## config.mk

```make
export PLATFORM = sky130hd
export DESIGN_NAME = fsk_tape_pulse_encoder_top
export DESIGN_NICKNAME = d
export VERILOG_FILES = /design/src/ftpe_pkg.sv /design/src/fsk_tape_pulse_encoder_top.sv /design/src/ftpe_front.sv /design/src/ftpe_back.sv
export SDC_FILE = /design/constraint.sdc
export NUM_CORES = 1
export LEC_CHECK = 0
export ABC_AREA = 1
export BUFFER_PORTS_ARGS = -buffer_cell sky130_fd_sc_hd__buf_2
export CORE_UTILIZATION = 64
export CTS_BUF_LIST = sky130_fd_sc_hd__clkbuf_4
export CTS_CLUSTER_SIZE = 20
export DETAILED_ROUTE_END_ITERATION = 16
export GPL_ROUTABILITY_DRIVEN = 0
export MAX_ROUTING_LAYER = met4
export PLACE_DENSITY = 0.83
export SYNTH_ARGS = -nofsm -noshare
export SYNTH_HDL_FRONTEND = slang
export SYNTH_SLANG_ARGS = --single-unit
```

## constraint.sdc

```tcl
create_clock -name i_clk -period 3.6 [get_ports i_clk]
set_input_delay 0 -clock i_clk [delete_from_list [all_inputs] [get_ports i_clk]]
set_output_delay 0 -clock i_clk [all_outputs]
set_load 0.1 [all_outputs]
```

## src/ftpe_pkg.sv

```systemverilog
// Shared types, register indexes, reset values and helper functions of the FSK tape encoder.
package ftpe_pkg;

    localparam int unsigned FTPE_QUEUE_DEPTH = 2;

    localparam logic [9:0] SILENCE_US = 10'd2;
    localparam logic [3:0] LAST_DATA_SLOT = 4'd8;

    // Configuration register indexes.
    localparam logic [2:0] REG_MARK_HALF_US   = 3'd0;
    localparam logic [2:0] REG_SPACE_HALF_US  = 3'd1;
    localparam logic [2:0] REG_HEADER_PULSES  = 3'd2;
    localparam logic [2:0] REG_TRAILER_PULSES = 3'd3;
    localparam logic [2:0] REG_BLANK_MS       = 3'd4;
    localparam logic [2:0] REG_MARK_PPB       = 3'd5;
    localparam logic [2:0] REG_SPACE_PPB      = 3'd6;
    localparam logic [2:0] REG_STOP_BITS      = 3'd7;

    // Reset values of the configuration registers.
    localparam logic [9:0]  RST_MARK_HALF_US   = 10'd208;
    localparam logic [9:0]  RST_SPACE_HALF_US  = 10'd417;
    localparam logic [15:0] RST_HEADER_PULSES  = 16'd14400;
    localparam logic [15:0] RST_TRAILER_PULSES = 16'd9600;
    localparam logic [15:0] RST_BLANK_MS       = 16'd2000;
    localparam logic [3:0]  RST_MARK_PPB       = 4'd8;
    localparam logic [3:0]  RST_SPACE_PPB      = 4'd4;
    localparam logic [1:0]  RST_STOP_BITS      = 2'd2;

    typedef enum logic [1:0] {
        CMD_RESTART = 2'd0,
        CMD_TICK    = 2'd1,
        CMD_REQUEST = 2'd2,
        CMD_SKIP    = 2'd3
    } t_cmd;

    typedef struct packed {
        logic [9:0]  mark_half_us;
        logic [9:0]  space_half_us;
        logic [15:0] header_pulses;
        logic [15:0] trailer_pulses;
        logic [15:0] blank_ms;
        logic [3:0]  mark_ppb;
        logic [3:0]  space_ppb;
        logic [1:0]  stop_bits;
    } t_cfg;

    typedef struct packed {
        t_cmd       cmd;
        logic       byte_ready;
        logic [7:0] byte_value;
    } t_cmd_item;

    typedef struct packed {
        logic       pulse_valid;
        logic [9:0] pulse_len;
        logic       byte_taken;
        logic [2:0] phase;
        logic       end_flag;
        logic       exhausted_flag;
    } t_result;

    // Start slot is a space, slots one to eight carry the data LSB first, the rest are stops.
    function automatic logic slot_is_mark(input logic [3:0] slot, input logic [7:0] data);
        logic [3:0] bit_idx;
        bit_idx = slot - 4'd1;
        if (slot == 4'd0) begin
            return 1'b0;
        end else if (slot > LAST_DATA_SLOT) begin
            return 1'b1;
        end else begin
            return data[bit_idx[2:0]];
        end
    endfunction

    // Returns {found, index} of the lowest set bit.
    function automatic logic [4:0] lowest_set(input logic [15:0] mask);
        logic [4:0] res;
        res = 5'd0;
        for (int k = 15; k >= 0; k--) begin
            if (mask[k]) begin
                res = {1'b1, 4'(k)};
            end
        end
        return res;
    endfunction

endpackage

```

## src/fsk_tape_pulse_encoder_top.sv

```systemverilog
// Top level of the FSK cassette pulse encoder: configuration registers, front queue, back sequencer.
// A result is registered by the back end after its item has passed the command queue.
// Throughput: one item per cycle unless stalled; a request's half-wave comes from one sequencer step.
// The command queue between front and back holds QUEUE_DEPTH items; input stalls when it is full.
// Reset (synchronous, active low): configuration returns to defaults, playback to init phase,
// queue and result register empty.
module fsk_tape_pulse_encoder_top
    import ftpe_pkg::*;
#(
    parameter int unsigned QUEUE_DEPTH = FTPE_QUEUE_DEPTH
) (
    input  logic        i_clk,
    input  logic        i_rst_n,
    input  logic        i_valid,
    output logic        o_stall,
    input  logic [1:0]  i_func,
    input  logic        i_byte_ready,
    input  logic [7:0]  i_byte_value,
    output logic        o_valid,
    input  logic        i_stall,
    output logic        o_pulse_valid,
    output logic [9:0]  o_pulse_len,
    output logic        o_byte_taken,
    output logic [2:0]  o_phase,
    output logic        o_end_flag,
    output logic        o_exhausted_flag,
    input  logic        i_cfg_valid,
    output logic        o_cfg_ready,
    input  logic [2:0]  i_cfg_index,
    input  logic [15:0] i_cfg_data
);

    t_cfg      r_cfg;
    logic      q_valid;
    t_cmd_item q_item;
    logic      q_pop;
    t_result   result;

    assign o_cfg_ready = 1'b1;

    always_ff @(posedge i_clk) begin
        if (!i_rst_n) begin
            r_cfg.mark_half_us   <= RST_MARK_HALF_US;
            r_cfg.space_half_us  <= RST_SPACE_HALF_US;
            r_cfg.header_pulses  <= RST_HEADER_PULSES;
            r_cfg.trailer_pulses <= RST_TRAILER_PULSES;
            r_cfg.blank_ms       <= RST_BLANK_MS;
            r_cfg.mark_ppb       <= RST_MARK_PPB;
            r_cfg.space_ppb      <= RST_SPACE_PPB;
            r_cfg.stop_bits      <= RST_STOP_BITS;
        end else if (i_cfg_valid && o_cfg_ready) begin
            unique case (i_cfg_index)
                REG_MARK_HALF_US:   r_cfg.mark_half_us   <= i_cfg_data[9:0];
                REG_SPACE_HALF_US:  r_cfg.space_half_us  <= i_cfg_data[9:0];
                REG_HEADER_PULSES:  r_cfg.header_pulses  <= i_cfg_data;
                REG_TRAILER_PULSES: r_cfg.trailer_pulses <= i_cfg_data;
                REG_BLANK_MS:       r_cfg.blank_ms       <= i_cfg_data;
                REG_MARK_PPB:       r_cfg.mark_ppb       <= i_cfg_data[3:0];
                REG_SPACE_PPB:      r_cfg.space_ppb      <= i_cfg_data[3:0];
                REG_STOP_BITS:      r_cfg.stop_bits      <= i_cfg_data[1:0];
                default: ;
            endcase
        end
    end

    ftpe_front #(
        .DEPTH (QUEUE_DEPTH)
    ) u_front (
        .i_clk        (i_clk),
        .i_rst_n      (i_rst_n),
        .i_valid      (i_valid),
        .o_stall      (o_stall),
        .i_func       (i_func),
        .i_byte_ready (i_byte_ready),
        .i_byte_value (i_byte_value),
        .o_q_valid    (q_valid),
        .o_q_item     (q_item),
        .i_q_pop      (q_pop)
    );

    ftpe_back u_back (
        .i_clk     (i_clk),
        .i_rst_n   (i_rst_n),
        .i_cfg     (r_cfg),
        .i_q_valid (q_valid),
        .i_q_item  (q_item),
        .o_q_pop   (q_pop),
        .o_valid   (o_valid),
        .i_stall   (i_stall),
        .o_result  (result)
    );

    assign o_pulse_valid    = result.pulse_valid;
    assign o_pulse_len      = result.pulse_len;
    assign o_byte_taken     = result.byte_taken;
    assign o_phase          = result.phase;
    assign o_end_flag       = result.end_flag;
    assign o_exhausted_flag = result.exhausted_flag;

endmodule

```

## src/ftpe_front.sv

```systemverilog
// Front end: takes input transfers, classifies the function code and queues the commands.
module ftpe_front
    import ftpe_pkg::*;
#(
    parameter int unsigned DEPTH = FTPE_QUEUE_DEPTH
) (
    input  logic       i_clk,
    input  logic       i_rst_n,
    input  logic       i_valid,
    output logic       o_stall,
    input  logic [1:0] i_func,
    input  logic       i_byte_ready,
    input  logic [7:0] i_byte_value,
    output logic       o_q_valid,
    output t_cmd_item  o_q_item,
    input  logic       i_q_pop
);

    localparam int unsigned PTR_W = (DEPTH > 1) ? $clog2(DEPTH) : 1;
    localparam int unsigned CNT_W = $clog2(DEPTH + 1);
    localparam logic [PTR_W-1:0] PTR_LAST = PTR_W'(DEPTH - 1);
    localparam logic [CNT_W-1:0] CNT_FULL = CNT_W'(DEPTH);

    t_cmd_item        r_mem [DEPTH];
    logic [PTR_W-1:0] r_wr, n_wr;
    logic [PTR_W-1:0] r_rd, n_rd;
    logic [CNT_W-1:0] r_count, n_count;
    logic             push;
    logic             pop;
    t_cmd_item        in_item;

    assign o_stall   = (r_count == CNT_FULL);
    assign o_q_valid = (r_count != '0);
    assign o_q_item  = r_mem[r_rd];
    assign push      = i_valid && !o_stall;
    assign pop       = i_q_pop && o_q_valid;

    always_comb begin
        in_item.cmd        = t_cmd'(i_func);
        in_item.byte_ready = i_byte_ready;
        in_item.byte_value = i_byte_value;
    end

    always_comb begin
        n_wr    = r_wr;
        n_rd    = r_rd;
        n_count = r_count;
        if (push) begin
            n_wr = (r_wr == PTR_LAST) ? '0 : r_wr + 1'b1;
        end
        if (pop) begin
            n_rd = (r_rd == PTR_LAST) ? '0 : r_rd + 1'b1;
        end
        if (push && !pop) begin
            n_count = r_count + 1'b1;
        end else if (pop && !push) begin
            n_count = r_count - 1'b1;
        end
    end

    always_ff @(posedge i_clk) begin
        if (!i_rst_n) begin
            r_wr    <= '0;
            r_rd    <= '0;
            r_count <= '0;
        end else begin
            r_wr    <= n_wr;
            r_rd    <= n_rd;
            r_count <= n_count;
        end
    end

    always_ff @(posedge i_clk) begin
        if (push) begin
            r_mem[r_wr] <= in_item;
        end
    end

endmodule

```

## src/ftpe_back.sv

```systemverilog
// Back end: playback sequencer that turns queued commands into half-wave results.
module ftpe_back
    import ftpe_pkg::*;
(
    input  logic      i_clk,
    input  logic      i_rst_n,
    input  t_cfg      i_cfg,
    input  logic      i_q_valid,
    input  t_cmd_item i_q_item,
    output logic      o_q_pop,
    output logic      o_valid,
    input  logic      i_stall,
    output t_result   o_result
);

    typedef enum logic [2:0] {
        PH_INIT    = 3'd0,
        PH_BLANK   = 3'd1,
        PH_HEADER  = 3'd2,
        PH_DATA    = 3'd3,
        PH_TRAILER = 3'd4,
        PH_END     = 3'd5
    } t_phase;

    t_phase      r_phase, n_phase;
    logic [15:0] r_gap, n_gap;
    logic [15:0] r_tone, n_tone;
    logic [3:0]  r_slot, n_slot;
    logic [3:0]  r_pdone, n_pdone;
    logic [7:0]  r_shift, n_shift;
    logic        r_ended, n_ended;
    logic        r_drained, n_drained;
    logic        r_out_valid, n_out_valid;
    t_result     r_out, n_out;

    logic        do_pop;
    logic [9:0]  len;
    logic        took;
    logic [3:0]  last_slot;
    logic [15:0] em_after;
    logic [15:0] em_new;
    logic [4:0]  after_hit;
    logic [4:0]  new_hit;
    logic        cur_mark;
    logic [3:0]  cur_tgt;
    logic [9:0]  cur_len;
    logic [9:0]  after_len;
    logic [9:0]  new_len;
    logic        at_boundary;
    logic [15:0] tone_dec;
    logic [15:0] hdr_left;
    logic [15:0] trl_left;

    assign do_pop  = i_q_valid && (!r_out_valid || !i_stall);
    assign o_q_pop = do_pop;
    assign o_valid = r_out_valid;
    assign o_result = r_out;

    // Slots that would emit at least one half-wave, for the held byte and for an incoming one.
    always_comb begin
        last_slot = LAST_DATA_SLOT + {2'b00, i_cfg.stop_bits};
        for (int k = 0; k < 16; k++) begin
            em_after[k] = (4'(k) <= last_slot) && (4'(k) > r_slot)
                && ((slot_is_mark(4'(k), r_shift) ? i_cfg.mark_ppb : i_cfg.space_ppb) != 4'd0);
            em_new[k] = (4'(k) <= last_slot)
                && ((slot_is_mark(4'(k), i_q_item.byte_value) ? i_cfg.mark_ppb
                                                             : i_cfg.space_ppb) != 4'd0);
        end
        after_hit = lowest_set(em_after);
        new_hit   = lowest_set(em_new);
        cur_mark  = slot_is_mark(r_slot, r_shift);
        cur_tgt   = cur_mark ? i_cfg.mark_ppb : i_cfg.space_ppb;
        cur_len   = cur_mark ? i_cfg.mark_half_us : i_cfg.space_half_us;
        after_len = slot_is_mark(after_hit[3:0], r_shift) ? i_cfg.mark_half_us
                                                          : i_cfg.space_half_us;
        new_len   = slot_is_mark(new_hit[3:0], i_q_item.byte_value) ? i_cfg.mark_half_us
                                                                    : i_cfg.space_half_us;
        at_boundary = (r_slot == 4'd0) && (r_pdone == 4'd0);
        tone_dec  = r_tone - 16'd1;
        hdr_left  = i_cfg.header_pulses - 16'd1;
        trl_left  = i_cfg.trailer_pulses - 16'd1;
    end

    always_comb begin
        n_phase     = r_phase;
        n_gap       = r_gap;
        n_tone      = r_tone;
        n_slot      = r_slot;
        n_pdone     = r_pdone;
        n_shift     = r_shift;
        n_ended     = r_ended;
        n_drained   = r_drained;
        n_out_valid = r_out_valid && i_stall;
        n_out       = r_out;
        len         = 10'd0;
        took        = 1'b0;

        if (do_pop) begin
            unique case (i_q_item.cmd)
                CMD_RESTART: begin
                    n_phase   = PH_INIT;
                    n_ended   = 1'b0;
                    n_drained = 1'b0;
                end
                CMD_TICK: begin
                    if (r_phase == PH_BLANK && r_gap != 16'hFFFF) begin
                        n_gap = r_gap + 16'd1;
                    end
                end
                CMD_SKIP: begin
                    n_ended = 1'b1;
                end
                CMD_REQUEST: begin
                    if (r_ended) begin
                        n_drained = 1'b1;
                    end else begin
                        unique case (r_phase)
                            PH_INIT: begin
                                n_phase = PH_BLANK;
                                n_gap   = 16'd0;
                                len     = SILENCE_US;
                            end
                            PH_BLANK: begin
                                // Once the gap has run out the first leader half-wave
                                // goes out on the same request.
                                if (r_gap >= i_cfg.blank_ms) begin
                                    n_tone  = hdr_left;
                                    n_pdone = 4'd0;
                                    len     = i_cfg.mark_half_us;
                                    if (hdr_left == 16'd0) begin
                                        n_phase = PH_DATA;
                                        n_slot  = 4'd0;
                                    end else begin
                                        n_phase = PH_HEADER;
                                    end
                                end
                            end
                            PH_HEADER: begin
                                n_tone = tone_dec;
                                len    = i_cfg.mark_half_us;
                                if (tone_dec == 16'd0) begin
                                    n_phase = PH_DATA;
                                    n_slot  = 4'd0;
                                    n_pdone = 4'd0;
                                end
                            end
                            PH_DATA: begin
                                if (!at_boundary && r_pdone < cur_tgt) begin
                                    len     = cur_len;
                                    n_pdone = r_pdone + 4'd1;
                                end else if (!at_boundary && after_hit[4]) begin
                                    n_slot  = after_hit[3:0];
                                    n_pdone = 4'd1;
                                    len     = after_len;
                                end else if (i_q_item.byte_ready) begin
                                    // Byte boundary: load the next byte. If every slot of
                                    // it is empty the request ends at the next boundary.
                                    took    = 1'b1;
                                    n_shift = i_q_item.byte_value;
                                    if (new_hit[4]) begin
                                        n_slot  = new_hit[3:0];
                                        n_pdone = 4'd1;
                                        len     = new_len;
                                    end else begin
                                        n_slot  = 4'd0;
                                        n_pdone = 4'd0;
                                    end
                                end else begin
                                    n_slot  = 4'd0;
                                    n_pdone = 4'd0;
                                    n_tone  = trl_left;
                                    len     = i_cfg.mark_half_us;
                                    if (trl_left == 16'd0) begin
                                        n_phase = PH_END;
                                        n_ended = 1'b1;
                                    end else begin
                                        n_phase = PH_TRAILER;
                                    end
                                end
                            end
                            PH_TRAILER: begin
                                n_tone = tone_dec;
                                len    = i_cfg.mark_half_us;
                                if (tone_dec == 16'd0) begin
                                    n_phase = PH_END;
                                    n_ended = 1'b1;
                                end
                            end
                            default: begin
                                n_phase = PH_END;
                                n_ended = 1'b1;
                            end
                        endcase
                    end
                end
            endcase

            n_out_valid          = 1'b1;
            n_out.pulse_valid    = (len != 10'd0);
            n_out.pulse_len      = len;
            n_out.byte_taken     = took;
            n_out.phase          = n_phase;
            n_out.end_flag       = n_ended;
            n_out.exhausted_flag = n_drained;
        end
    end

    always_ff @(posedge i_clk) begin
        if (!i_rst_n) begin
            r_phase     <= PH_INIT;
            r_gap       <= 16'd0;
            r_tone      <= 16'd0;
            r_slot      <= 4'd0;
            r_pdone     <= 4'd0;
            r_shift     <= 8'd0;
            r_ended     <= 1'b0;
            r_drained   <= 1'b0;
            r_out_valid <= 1'b0;
        end else begin
            r_phase     <= n_phase;
            r_gap       <= n_gap;
            r_tone      <= n_tone;
            r_slot      <= n_slot;
            r_pdone     <= n_pdone;
            r_shift     <= n_shift;
            r_ended     <= n_ended;
            r_drained   <= n_drained;
            r_out_valid <= n_out_valid;
        end
        r_out <= n_out;
    end

    // The end phase is only reached together with the end flag.
    a_end_implies_ended: assert property (@(posedge i_clk) disable iff (!i_rst_n)
        (r_phase == PH_END) |-> r_ended)
        else $error("end phase without end flag");

    // Requests are only counted as past the end once the end flag is set.
    a_drained_implies_ended: assert property (@(posedge i_clk) disable iff (!i_rst_n)
        r_drained |-> r_ended)
        else $error("exhausted without end");

    // A byte is only consumed by a request that stays in the data phase.
    a_take_in_data: assert property (@(posedge i_clk) disable iff (!i_rst_n)
        (r_out_valid && r_out.byte_taken) |-> (r_out.phase == PH_DATA))
        else $error("byte taken outside data phase");

    // A result with no half-wave carries a zero length.
    a_len_matches_valid: assert property (@(posedge i_clk) disable iff (!i_rst_n)
        (r_out_valid && !r_out.pulse_valid) |-> (r_out.pulse_len == 10'd0))
        else $error("pulse length without pulse");

    // A result left waiting under stall is not overwritten.
    a_hold_under_stall: assert property (@(posedge i_clk) disable iff (!i_rst_n)
        (r_out_valid && i_stall) |=> (r_out_valid && $stable(r_out)))
        else $error("stalled result changed");

endmodule

```

Word level (Yosys, flattened, before mapping)
Memory sizes are Yosys's and may differ from the RTL's. A register that Yosys moved wholly into a read port is not among the register bits.
Index checks and enable logic that the tools add are counted.
{"block": "op_classes", "addsub": 13, "multipliers": 0, "div": 0, "order_cmp": 40, "n_eq_ne": 25, "shifts": 0, "mux": 127, "bitwise_logic": 5, "reduce_logical": 115}
{"op": "two-way mux 5 bit", "n": 32}
{"op": "two-way mux 16 bit", "n": 7}
{"op": "two-way mux 10 bit", "n": 11}
{"op": "two-way mux 4 bit", "n": 27}
{"op": "nonzero test 4 bit", "n": 18}
{"op": "logical AND 1 bit", "n": 58}
{"op": "logical NOT 16 bit", "n": 3}
{"op": "case mux 16 bit (3 select lines)", "n": 1}
{"op": "subtractor 16 x 1 -> 16 bit (second input constant)", "n": 3}
{"op": "case mux 10 bit (4 select lines)", "n": 1}
{"op": "greater-than comparator 4 bit (first input constant)", "n": 8}
{"op": "<= comparator 4 bit (first input constant)", "n": 8}
{"op": "case mux 16 bit (2 select lines)", "n": 1}
{"op": "two-way mux 1 bit", "n": 28}
{"op": "case mux 4 bit (3 select lines)", "n": 2}
{"op": "two-way mux 3 bit", "n": 7}
{"op": "adder 16 x 1 -> 16 bit (second input constant)", "n": 1}
{"op": "greater-or-equal comparator 16 bit", "n": 1}
{"op": "greater-than comparator 3 x 4 -> 1 bit (first input constant)", "n": 4}
{"op": "<= comparator 3 x 4 -> 1 bit (first input constant)", "n": 4}
{"op": "logical NOT 4 bit", "n": 4}
{"op": "inequality test 16 bit (second input constant)", "n": 1}
{"op": "AND reduction 2 bit", "n": 8}
{"op": "AND reduction 8 bit", "n": 2}
{"op": "other kinds (40)", "n": 85}
{"block": "word_totals", "regBits": 153, "latchBits": 0, "ram_bits": 22, "mem_bits_ro": 0, "out_inout_bits": 20, "wordCells": 352, "n_memories": 1}
{"memory": "u_front.r_mem", "words": 2, "width": 11, "read_ports": 1, "rd_clocked_by_memory_dff": 1, "write_ports": 1, "line_no": "ftpe_front.sv:24", "source": "t_cmd_item r_mem [DEPTH];"}

Logic depth before layout (Yosys ltp)
Gate-level depths: netlist (run 1).
{"block": "depth", "depth_word": 34, "mapped_depth": 30, "mapped_depth_nobuf": 30}

Modules after synthesis
From an unflattened synthesis (run 1), not the netlist that was laid out.
{"block": "unflattened", "cells_unflattened": 1584, "area_unflattened_um2": 11005.6}
{"module": "ftpe_back", "n_inst": 1, "cells_each": 1081, "area_each_um2": 6866.6}
{"module": "fsk_tape_pulse_encoder_top", "n_inst": 1, "cells_each": 432, "area_each_um2": 3099.2}
{"module": "ftpe_front", "n_inst": 1, "cells_each": 71, "area_each_um2": 1039.7}

Worst setup path before layout (run 1)
No wires, ideal clock.
{"block": "synth_path", "kind": "register to register", "from": "register u_back.r_slot[0]", "to": "register u_back.r_out, in the netlist u_back.o_result[16] (data pin)", "setup_ns": 0.260, "arrival_ns": 3.008, "t_required_ns": 3.340, "setup_slack_ns": 0.332, "path_stages_with_launch": 23, "n_path_buf": 1, "period_less_slack_ns": 3.268, "cell_sequence": "dfxtp_1 > inv_2 > ha_1 > inv_1 > nand3_1 > o21ai_1 > inv_1 > o21ai_1 > nand2_1 > nand2_2 > inv_2 > nand2_1 > o21ai_0 > ha_1 > a211oi_1 > a21oi_2 > buf_2 > nand3_1 > nand2_1 > nand2_1 > nand2_1 > nor2_1 > nand3_1"}
{"block": "synth_via", "elab_chain_len": 32}
{"element": "start: declaration", "line_no": "ftpe_back.sv:28", "source": "logic [3:0] r_slot, n_slot;"}
{"element": "start signal: assignment", "line_no": "ftpe_back.sv:223", "source": "r_slot <= n_slot;"}
{"element": "greater-than comparator 4 bit", "line_no": "ftpe_back.sv:63", "source": "em_after[k] = (4'(k) <= last_slot) && (4'(k) > r_slot)"}
{"element": "logical AND 1 bit", "line_no": "ftpe_back.sv:63"}
{"element": "logical AND 1 bit", "line_no": "ftpe_back.sv:64", "source": "&& ((slot_is_mark(4'(k), r_shift) ? i_cfg.mark_ppb : i_cfg.space_ppb) != 4'd0);"}
{"element": "two-way mux 5 bit (16 in a row)", "line_no": "ftpe_pkg.sv:80", "source": "if (mask[k]) begin"}
{"element": "subtractor 3 x 1 -> 3 bit", "line_no": "ftpe_pkg.sv:65", "source": "bit_idx = slot - 4'd1;"}
{"element": "binary-select mux 1 bit (select 3 bit)", "line_no": "ftpe_pkg.sv:71", "source": "return data[bit_idx[2:0]];"}
{"element": "two-way mux 1 bit (implied by the code)", "line_no": "ftpe_pkg.sv:71"}
{"element": "two-way mux 1 bit", "line_no": "ftpe_pkg.sv:68", "source": "end else if (slot > LAST_DATA_SLOT) begin"}
{"element": "two-way mux 1 bit", "line_no": "ftpe_pkg.sv:66", "source": "if (slot == 4'd0) begin"}
{"element": "two-way mux 10 bit", "line_no": "ftpe_back.sv:74", "source": "after_len = slot_is_mark(after_hit[3:0], r_shift) ? i_cfg.mark_half_us"}
{"element": "two-way mux 10 bit", "line_no": "ftpe_back.sv:151", "source": "end else if (!at_boundary && after_hit[4]) begin"}
{"element": "two-way mux 10 bit *", "line_no": "ftpe_back.sv:148", "source": "if (!at_boundary && r_pdone < cur_tgt) begin"}
{"element": "case mux 10 bit (4 select lines) *", "line_no": "ftpe_back.sv:117", "source": "unique case (r_phase)"}
{"element": "two-way mux 10 bit *", "line_no": "ftpe_back.sv:114", "source": "if (r_ended) begin"}
{"element": "two-way mux 10 bit *", "line_no": "ftpe_back.sv:99", "source": "unique case (i_q_item.cmd)"}
{"element": "two-way mux 10 bit *", "line_no": "ftpe_back.sv:98", "source": "if (do_pop) begin"}
{"element": "nonzero test 10 bit *", "line_no": "ftpe_back.sv:199", "source": "n_out.pulse_valid = (len != 10'd0);"}
{"element": "end signal: assignment", "line_no": "ftpe_back.sv:230", "source": "r_out <= n_out;"}
{"element": "end: declaration", "line_no": "ftpe_back.sv:34", "source": "t_result r_out, n_out;"}
Mark *: on every way between the ends. The rest lies on a longest branch, timed or not. The select of a mux whose other input is x is not followed.
A chain may end at the register's enable or synchronous reset.

Worst setup path in the final report (run 1)
Ends and elaborated chain as after synthesis.

==> impl_metrics.ini, run 1 <==
[yosys]
syn_area_per_cell_um2 = 7.205
yosys.area.top_type_share = 0.2598
async_flop_share = 0
yosysWarnings = 0
yosysSeqAreaShare = 0.3708
synthTopCellsByArea = dfxtp_1 (26%), edfxtp_1 (11%), nand2_1 (9.5%), inv_1 (6.5%), a21oi_1 (5.5%)
ys_ff_latch = 176
synth_ff_type = dfxtp_1
synth_top_cell_by_area = dfxtp_1
syn-cell-area_mm2 = 0.01056
synth_edf_count = 39
synthCells = 1465
synth_cell_type_count = 60
synth_nets = 1536

[clocking]
h-tree-depth = 4
cts.sinks = 176
clkTransAtPathRegs_ns = 0.15
cts_buffers = 17
cts.path.max_buffers = 2
cts_tree = yes
insertion_delay_ns = 0.60
clock-root-buffer = clkbuf_4

[routing]
wire_per_inst_um = 15.76
final_antenna_net_count = 0
drc = 0
via_count = 10370
initialDrtViolationCount = 938
via_per_inst = 5.781
postRouteWirelength_mm = 28.26
first_pass_iters = 5

[setup_path]
worstPathRequired_ns = 3.97
worst_setup_path_end_kind = flip-flop
crit_top_cell = nand2_1
cp-startpoint = u_back.r_slot[0]
critPathKind = flip-flop to flip-flop
path_delay_family = simple AND/OR/NAND/NOR gates
path_depth = 30
critPathSlowestCell = dfxtp_2
rr_startpoint = u_back.r_slot[0]
cp-start-kind = flip-flop
reg2reg_setup_slack_ns = 0.20
r2r-end = u_back.o_result[16]
cp_max_fo = 8
reg2reg_depth = 30
crit_path_end = u_back.o_result[16]
path_buf_inv = 4
slowest_delay_ns = 0.37
cp.arrival_ns = 3.77

[outcome]
status = completed

[sta]
finalHoldViolCount = 0
drv_slew = 0
skew_ns = 0.01818
worst_pin_slew_ns = 1.011
fin_crit_sh = 0.9448
fin_crit_ns = 3.401
fin_setup_tns_ns = 0
max-slew-margin-rel = 0.3237
timing.fmax_ghz = 0.2940
setup_viol = 0

[layout]
final_core_util = 0.7455
post_route_cells_drive_above_1_share = 0.1516
area_growth_syn_to_layout_pct = 13.02
final_nets = 1634

[floorplan]
start_util = 0.6597
die-area_mm2 = 0.01701
die_w_um = 130.4
die_h_um = 130.4
io_pins = 55
core_area_mm2 = 0.01600
row_count = 46

[power]
p_total_mw = 7.576
p_seq_frac = 0.328
power_frac_comb = 0.527
p_leak_nw = 5.135
p_sw_mw = 3.802
peakVddDrop_uv = 671.5
internal_power_mw = 3.774
clockPowerShare = 0.146
powerDensity_mw_per_mm2 = 635.1
sw_frac_of_total = 0.5018

[place]
port_buffers = 53
dpl.hpwl_mm = 19.91

[global_routing]
grt_use_total = 0.3427
grt_pass1_vias = 9314
antenna_found_initial = 1
grt_overflow = 0
grt_pass1_wl_mm = 44.15
grt_max_degree = 104

[hold_path]
worstHoldStart = i_rst_n
hold_depth = 3
hold_class = input port to flip-flop

[run]
max_cap_viol_count = 0
-- layout make-up --
cell class / count / area, µm²
diodes: 1 / 2.502
clock buffers: 17 / 127.6
clock inverters: 15 / 143.9
fillers: 1280 / 4071
inverters: 212 / 799.5
multi-input cells: 1034 / 5728
flip-flops and latches: 176 / 3926
well taps: 216 / 270.3
repair buffers: 122 / 930.9
-- layout by cell type (no fill, tap or decap), types with 5 or more instances in the layout --
cell and instances:
nand2_1 264, inv_1 180, nor2_1 142, dfxtp_1 131, a21oi_1 117, nand3_1 110
o21ai_0 106, buf_2 53, edfxtp_1 39, dlygate4sd3_1 37, ha_1 34, o21ai_1 31
inv_2 27, xor2_1 27, buf_4 27, o211ai_1 22, clkbuf_4 17, nand4_1 15
nand2_2 15, nor3_1 14, o21ai_2 11, o22ai_1 10, a211oi_1 9, nor2_2 9
xnor2_1 9, nand2_4 9, o221ai_1 8, nor4_1 7, a31oi_1 7, nand3_2 6
inv_6 6, nor3_2 5
-- worst register-to-register path: cells and delay by family (launching register included) --
family / cells / cell delay (ns)
buffers and inverters: 4 / 0.43
xor gates and xnor gates: 1 / 0.21
and+or+nand+nor: 23 / 1.84
adders and majority gates: 2 / 0.31
DFF: 1 / 0.37
-- kinds of logic (layout without fill, tap and decap cells) --
kind of cell	Yosys count	count (layout)	synth area share
AOI/OAI and AO/OA	337	337	0.1849
DFF	176	176	0.3708
buffers and inverters	256	366	0.09768
xor gates and xnor gates	38	38	0.03224
adders and majority gates	36	36	0.04267
muxes	1	1	0.001304
and+or+nand+nor	620	621	0.2700
other	1	2	0.0003553
-- synthesized netlist by cell type (24+ instances only) --
| cell type | count |
|---|---|
| o21ai_0 | 107 |
| o21ai_1 | 31 |
| xor2_1 | 28 |
| clkbuf_1 | 31 |
| nor2_1 | 145 |
| nand2_1 | 268 |
| inv_1 | 184 |
| edfxtp_1 | 39 |
| ha_1 | 36 |
| a21oi_1 | 117 |
| nand3_1 | 112 |
| dfxtp_1 | 137 |
| inv_2 | 24 |
-- worst min path at each step --
stage | endpoint | slack [ns]
after floorplan | u_front.r_mem[0][0] | 0.1
after global placement | u_front.r_mem[1][3] | 0.19
after detailed placement | u_front.r_mem[0][6] | 0.19
after CTS | u_back.r_gap[1] | 0.02
after global routing | u_back.r_gap[1] | 0.009
final | u_back.r_gap[1] | 0.02
-- flip-flops by register name, summed over array words and instances, names as in the netlist, 2 cells and up, named ones only --
register and cells:
u_back.r_pdone 4, u_back.r_shift 8, u_back.r_slot 4, u_back.o_result 17, u_back.r_tone 16, u_back.r_phase 3, r_cfg 78, u_front.r_mem 22
u_back.r_gap 16, u_front.r_count 2
-- metal layers --
layer  up-vias  wire [µm]  global-route usage
met5         -          0                   -
met4         0        873              0.1278
met3        81       2400             0.07003
met2       486      13150              0.5476
met1      4723      11830              0.4290
li1       5075          -                   -
-- timing repair --
action                     in CTS  in global routing
setup endpoints to repair       0                 28
hold buffers                   37                  0
gates resized for setup         0                 36
hold endpoints to repair      103                  0
setup buffers                   0                  7
-- power by group through the flow --
stage          Clock [mW]  Sequential [mW]  Combinational [mW]
5_1_grt              1.19             2.51                4.33
2_1_floorplan           0             3.19                2.22
3_5_place_dp            0             2.52                3.67
3_3_place_gp            0             2.51                3.61
4_1_cts              1.12             2.48                3.72
6_report             1.10             2.48                3.99
-- through the flow --
| stage | area, µm² | std cells | hold slack, ns | worst slack [ns] |
|---|---|---|---|---|
| after floorplan | 10560 | 1465 | 0.09887 | 0.3319 |
| after global placement | 11040 | 1713 | 0.1892 | 0.2033 |
| after detailed placement | 11040 | 1713 | 0.1912 | 0.07355 |
| after CTS | 11680 | 1782 | 0.01981 | 0.02524 |
| after global routing | 11930 | 1793 | 0.008913 | -0.04773 |
| final | 11930 | 1793 | 0.01509 | 0.1987 |
Power figures use the tool's default switching activity.
==> inputs of run 2 (changes only) <==
Clock period 3.6 ns to 3.3 ns, I/O delays scaled along.
==> run 2 against run 1 <==
  * Routed wire length is 1.9% higher
  * Die area unchanged
  * Via count grew 1.8%
  * Power up 14%
  * First-iteration DRC count up 9.4%
  * Clock power increased by 10%
  * Fmax grew 3.7%
  * Clock skew grew 0.0062 ns
  * Sequential power up 9.3%
  * Final cell count up 2.5%
  * Sequential share of layout area down 1.5 points
  * Global-route usage decreased by 0.76 points
==> impl_metrics.ini, run 2 (synthesis gave the netlist of run 1 again) <==
[outcome]
status = completed

[place]
pre_cts_ws_ns = -0.09835
dpl.hpwl_mm = 19.91
placed_area_mm2 = 0.01124
port_buffers = 53

[hold_path]
hold_class = input port to flip-flop
worstHoldStart = i_byte_value[4]

[floorplan]
core_area_mm2 = 0.01600
die-area_mm2 = 0.01701
die_h_um = 130.4
row_count = 46
die_w_um = 130.4
start_util = 0.6597
io_pins = 55

[clocking]
h-tree-depth = 4
clkTransAtPathRegs_ns = 0.16
insertion_delay_ns = 0.61
cts.sinks = 176
cts_tree = yes
cts.path.max_buffers = 2
clock-root-buffer = clkbuf_4
cts_buffers = 17

[global_routing]
grt_pass1_vias = 9194
grt_use_total = 0.3351
antenna_found_initial = 0
grt_pass1_wl_mm = 43.13
grt_max_degree = 103
grt_overflow = 0

[routing]
postRouteWirelength_mm = 28.80
via_count = 10550
drc = 0
initialDrtViolationCount = 1026
final_antenna_net_count = 0
wire_per_inst_um = 15.67
first_pass_iters = 11
via_per_inst = 5.741

[sta]
fin_crit_sh = 0.9936
timing.fmax_ghz = 0.3050
rsz0062_at_grt = yes
whs_ns = 0.09835
setup_viol = 0
max-slew-margin-rel = 0.3679
drv_slew = 0
finalHoldViolCount = 0
fin_ws_ns = 0.02115
worst_pin_slew_ns = 0.9447
skew_ns = 0.02443
fin_crit_ns = 3.279
fin_setup_tns_ns = 0

[power]
clockPowerShare = 0.140
p_sw_mw = 4.274
p_seq_frac = 0.315
internal_power_mw = 4.337
sw_frac_of_total = 0.4963
p_leak_nw = 5.420
power_frac_comb = 0.545
powerDensity_mw_per_mm2 = 688.9
peakVddDrop_uv = 855.8

[layout]
final_area_mm2 = 0.01250
final_nets = 1679
layout_commonest_cell = nand2_1
largest_reg_flops = 78
area_growth_syn_to_layout_pct = 18.41
regMostFlops = r_cfg
final_cell_mix = nand2_1 (257), inv_1 (177), nor2_1 (140)
n_fill_cell = 1136
post_route_cells_drive_above_1_share = 0.1986

[setup_path]
cp-start-kind = flip-flop
path_delay_family = simple AND/OR/NAND/NOR gates
critPathKind = flip-flop to flip-flop
rr_startpoint = u_back.r_slot[0]
cp.arrival_ns = 3.66
path_buf_inv = 3
worstPathRequired_ns = 3.68
cp_max_fo = 10
slowest_delay_ns = 0.42
cp-startpoint = u_back.r_slot[0]
critPathSlowestCell = dfxtp_4
worst_setup_path_end_kind = flip-flop
crit_top_cell = nand2_1

[run]
max_cap_viol_count = 0
## run 2: worst reg2reg max path, delay by kind of cell, from the launching register on
family / cells / cell delay (ns)
flops: 1 / 0.42
compound gates: 1 / 0.08
simple gates: 22 / 1.95
xor+xnor: 1 / 0.14
buf+inv: 3 / 0.18
fa+ha+maj: 2 / 0.30
## run 2: layer usage
| metal | up-vias | global-route usage | routed length (µm) |
|---|---|---|---|
| li1 | 5154 | - | - |
| met1 | 4780 | 0.4225 | 12190 |
| met2 | 511 | 0.5388 | 13360 |
| met3 | 107 | 0.05578 | 2307 |
| met4 | 0 | 0.1305 | 942 |
| met5 | - | - | 0 |
## run 2: layout make-up
cell class	instances	area, µm²	area share
Antenna cell	1	2.502	0.0002002
Clock buffer	17	127.6	0.01021
Clock inverter	15	141.4	0.01131
Inverter	212	813.3	0.06507
Multi-Input combinational cell	1033	5913	0.4731
Sequential cell	176	3930	0.3144
Tap cell	216	270.3	0.02162
Timing Repair Buffer	168	1300	0.1040
## run 2: final timing paths
kind	end	slack (ns)	cells past startpoint
setup / recovery	u_back.o_result[16]	0.02	29
hold / removal	u_front.r_mem[0][4]	0.1	2
setup reg to reg	u_back.o_result[16]	0.02	29
hold reg to reg	u_front.r_rd	0.47	1
## run 2: power groups by stage
stage / Combinational, mW / Clock (mW) / Sequential, mW
after global placement: 4.01 / 0 / 2.73
final: 4.69 / 1.21 / 2.71
after CTS: 4.16 / 1.21 / 2.70
after floorplan: 2.42 / 0 / 3.48
after global routing: 5.10 / 1.29 / 2.75
after detailed placement: 4.08 / 0 / 2.74
## run 2: timing repair
action	4_1_cts	5_1_grt
endpoints found under the hold margin	113	0
pin swaps	5	40
hold buffers	37	0
cloned	0	3
endpoints found under the setup margin	2	47
setup buffers	3	22
gates resized for setup	10	85
## run 2: per-stage QoR
stage	cells	total power, mW	util
after floorplan	1465	5.899	-
after global placement	1740	6.744	0.7028
after detailed placement	1740	6.825	0.7028
after CTS	1812	8.073	0.7465
after global routing	1837	9.141	0.7810
final	1838	8.611	0.7811
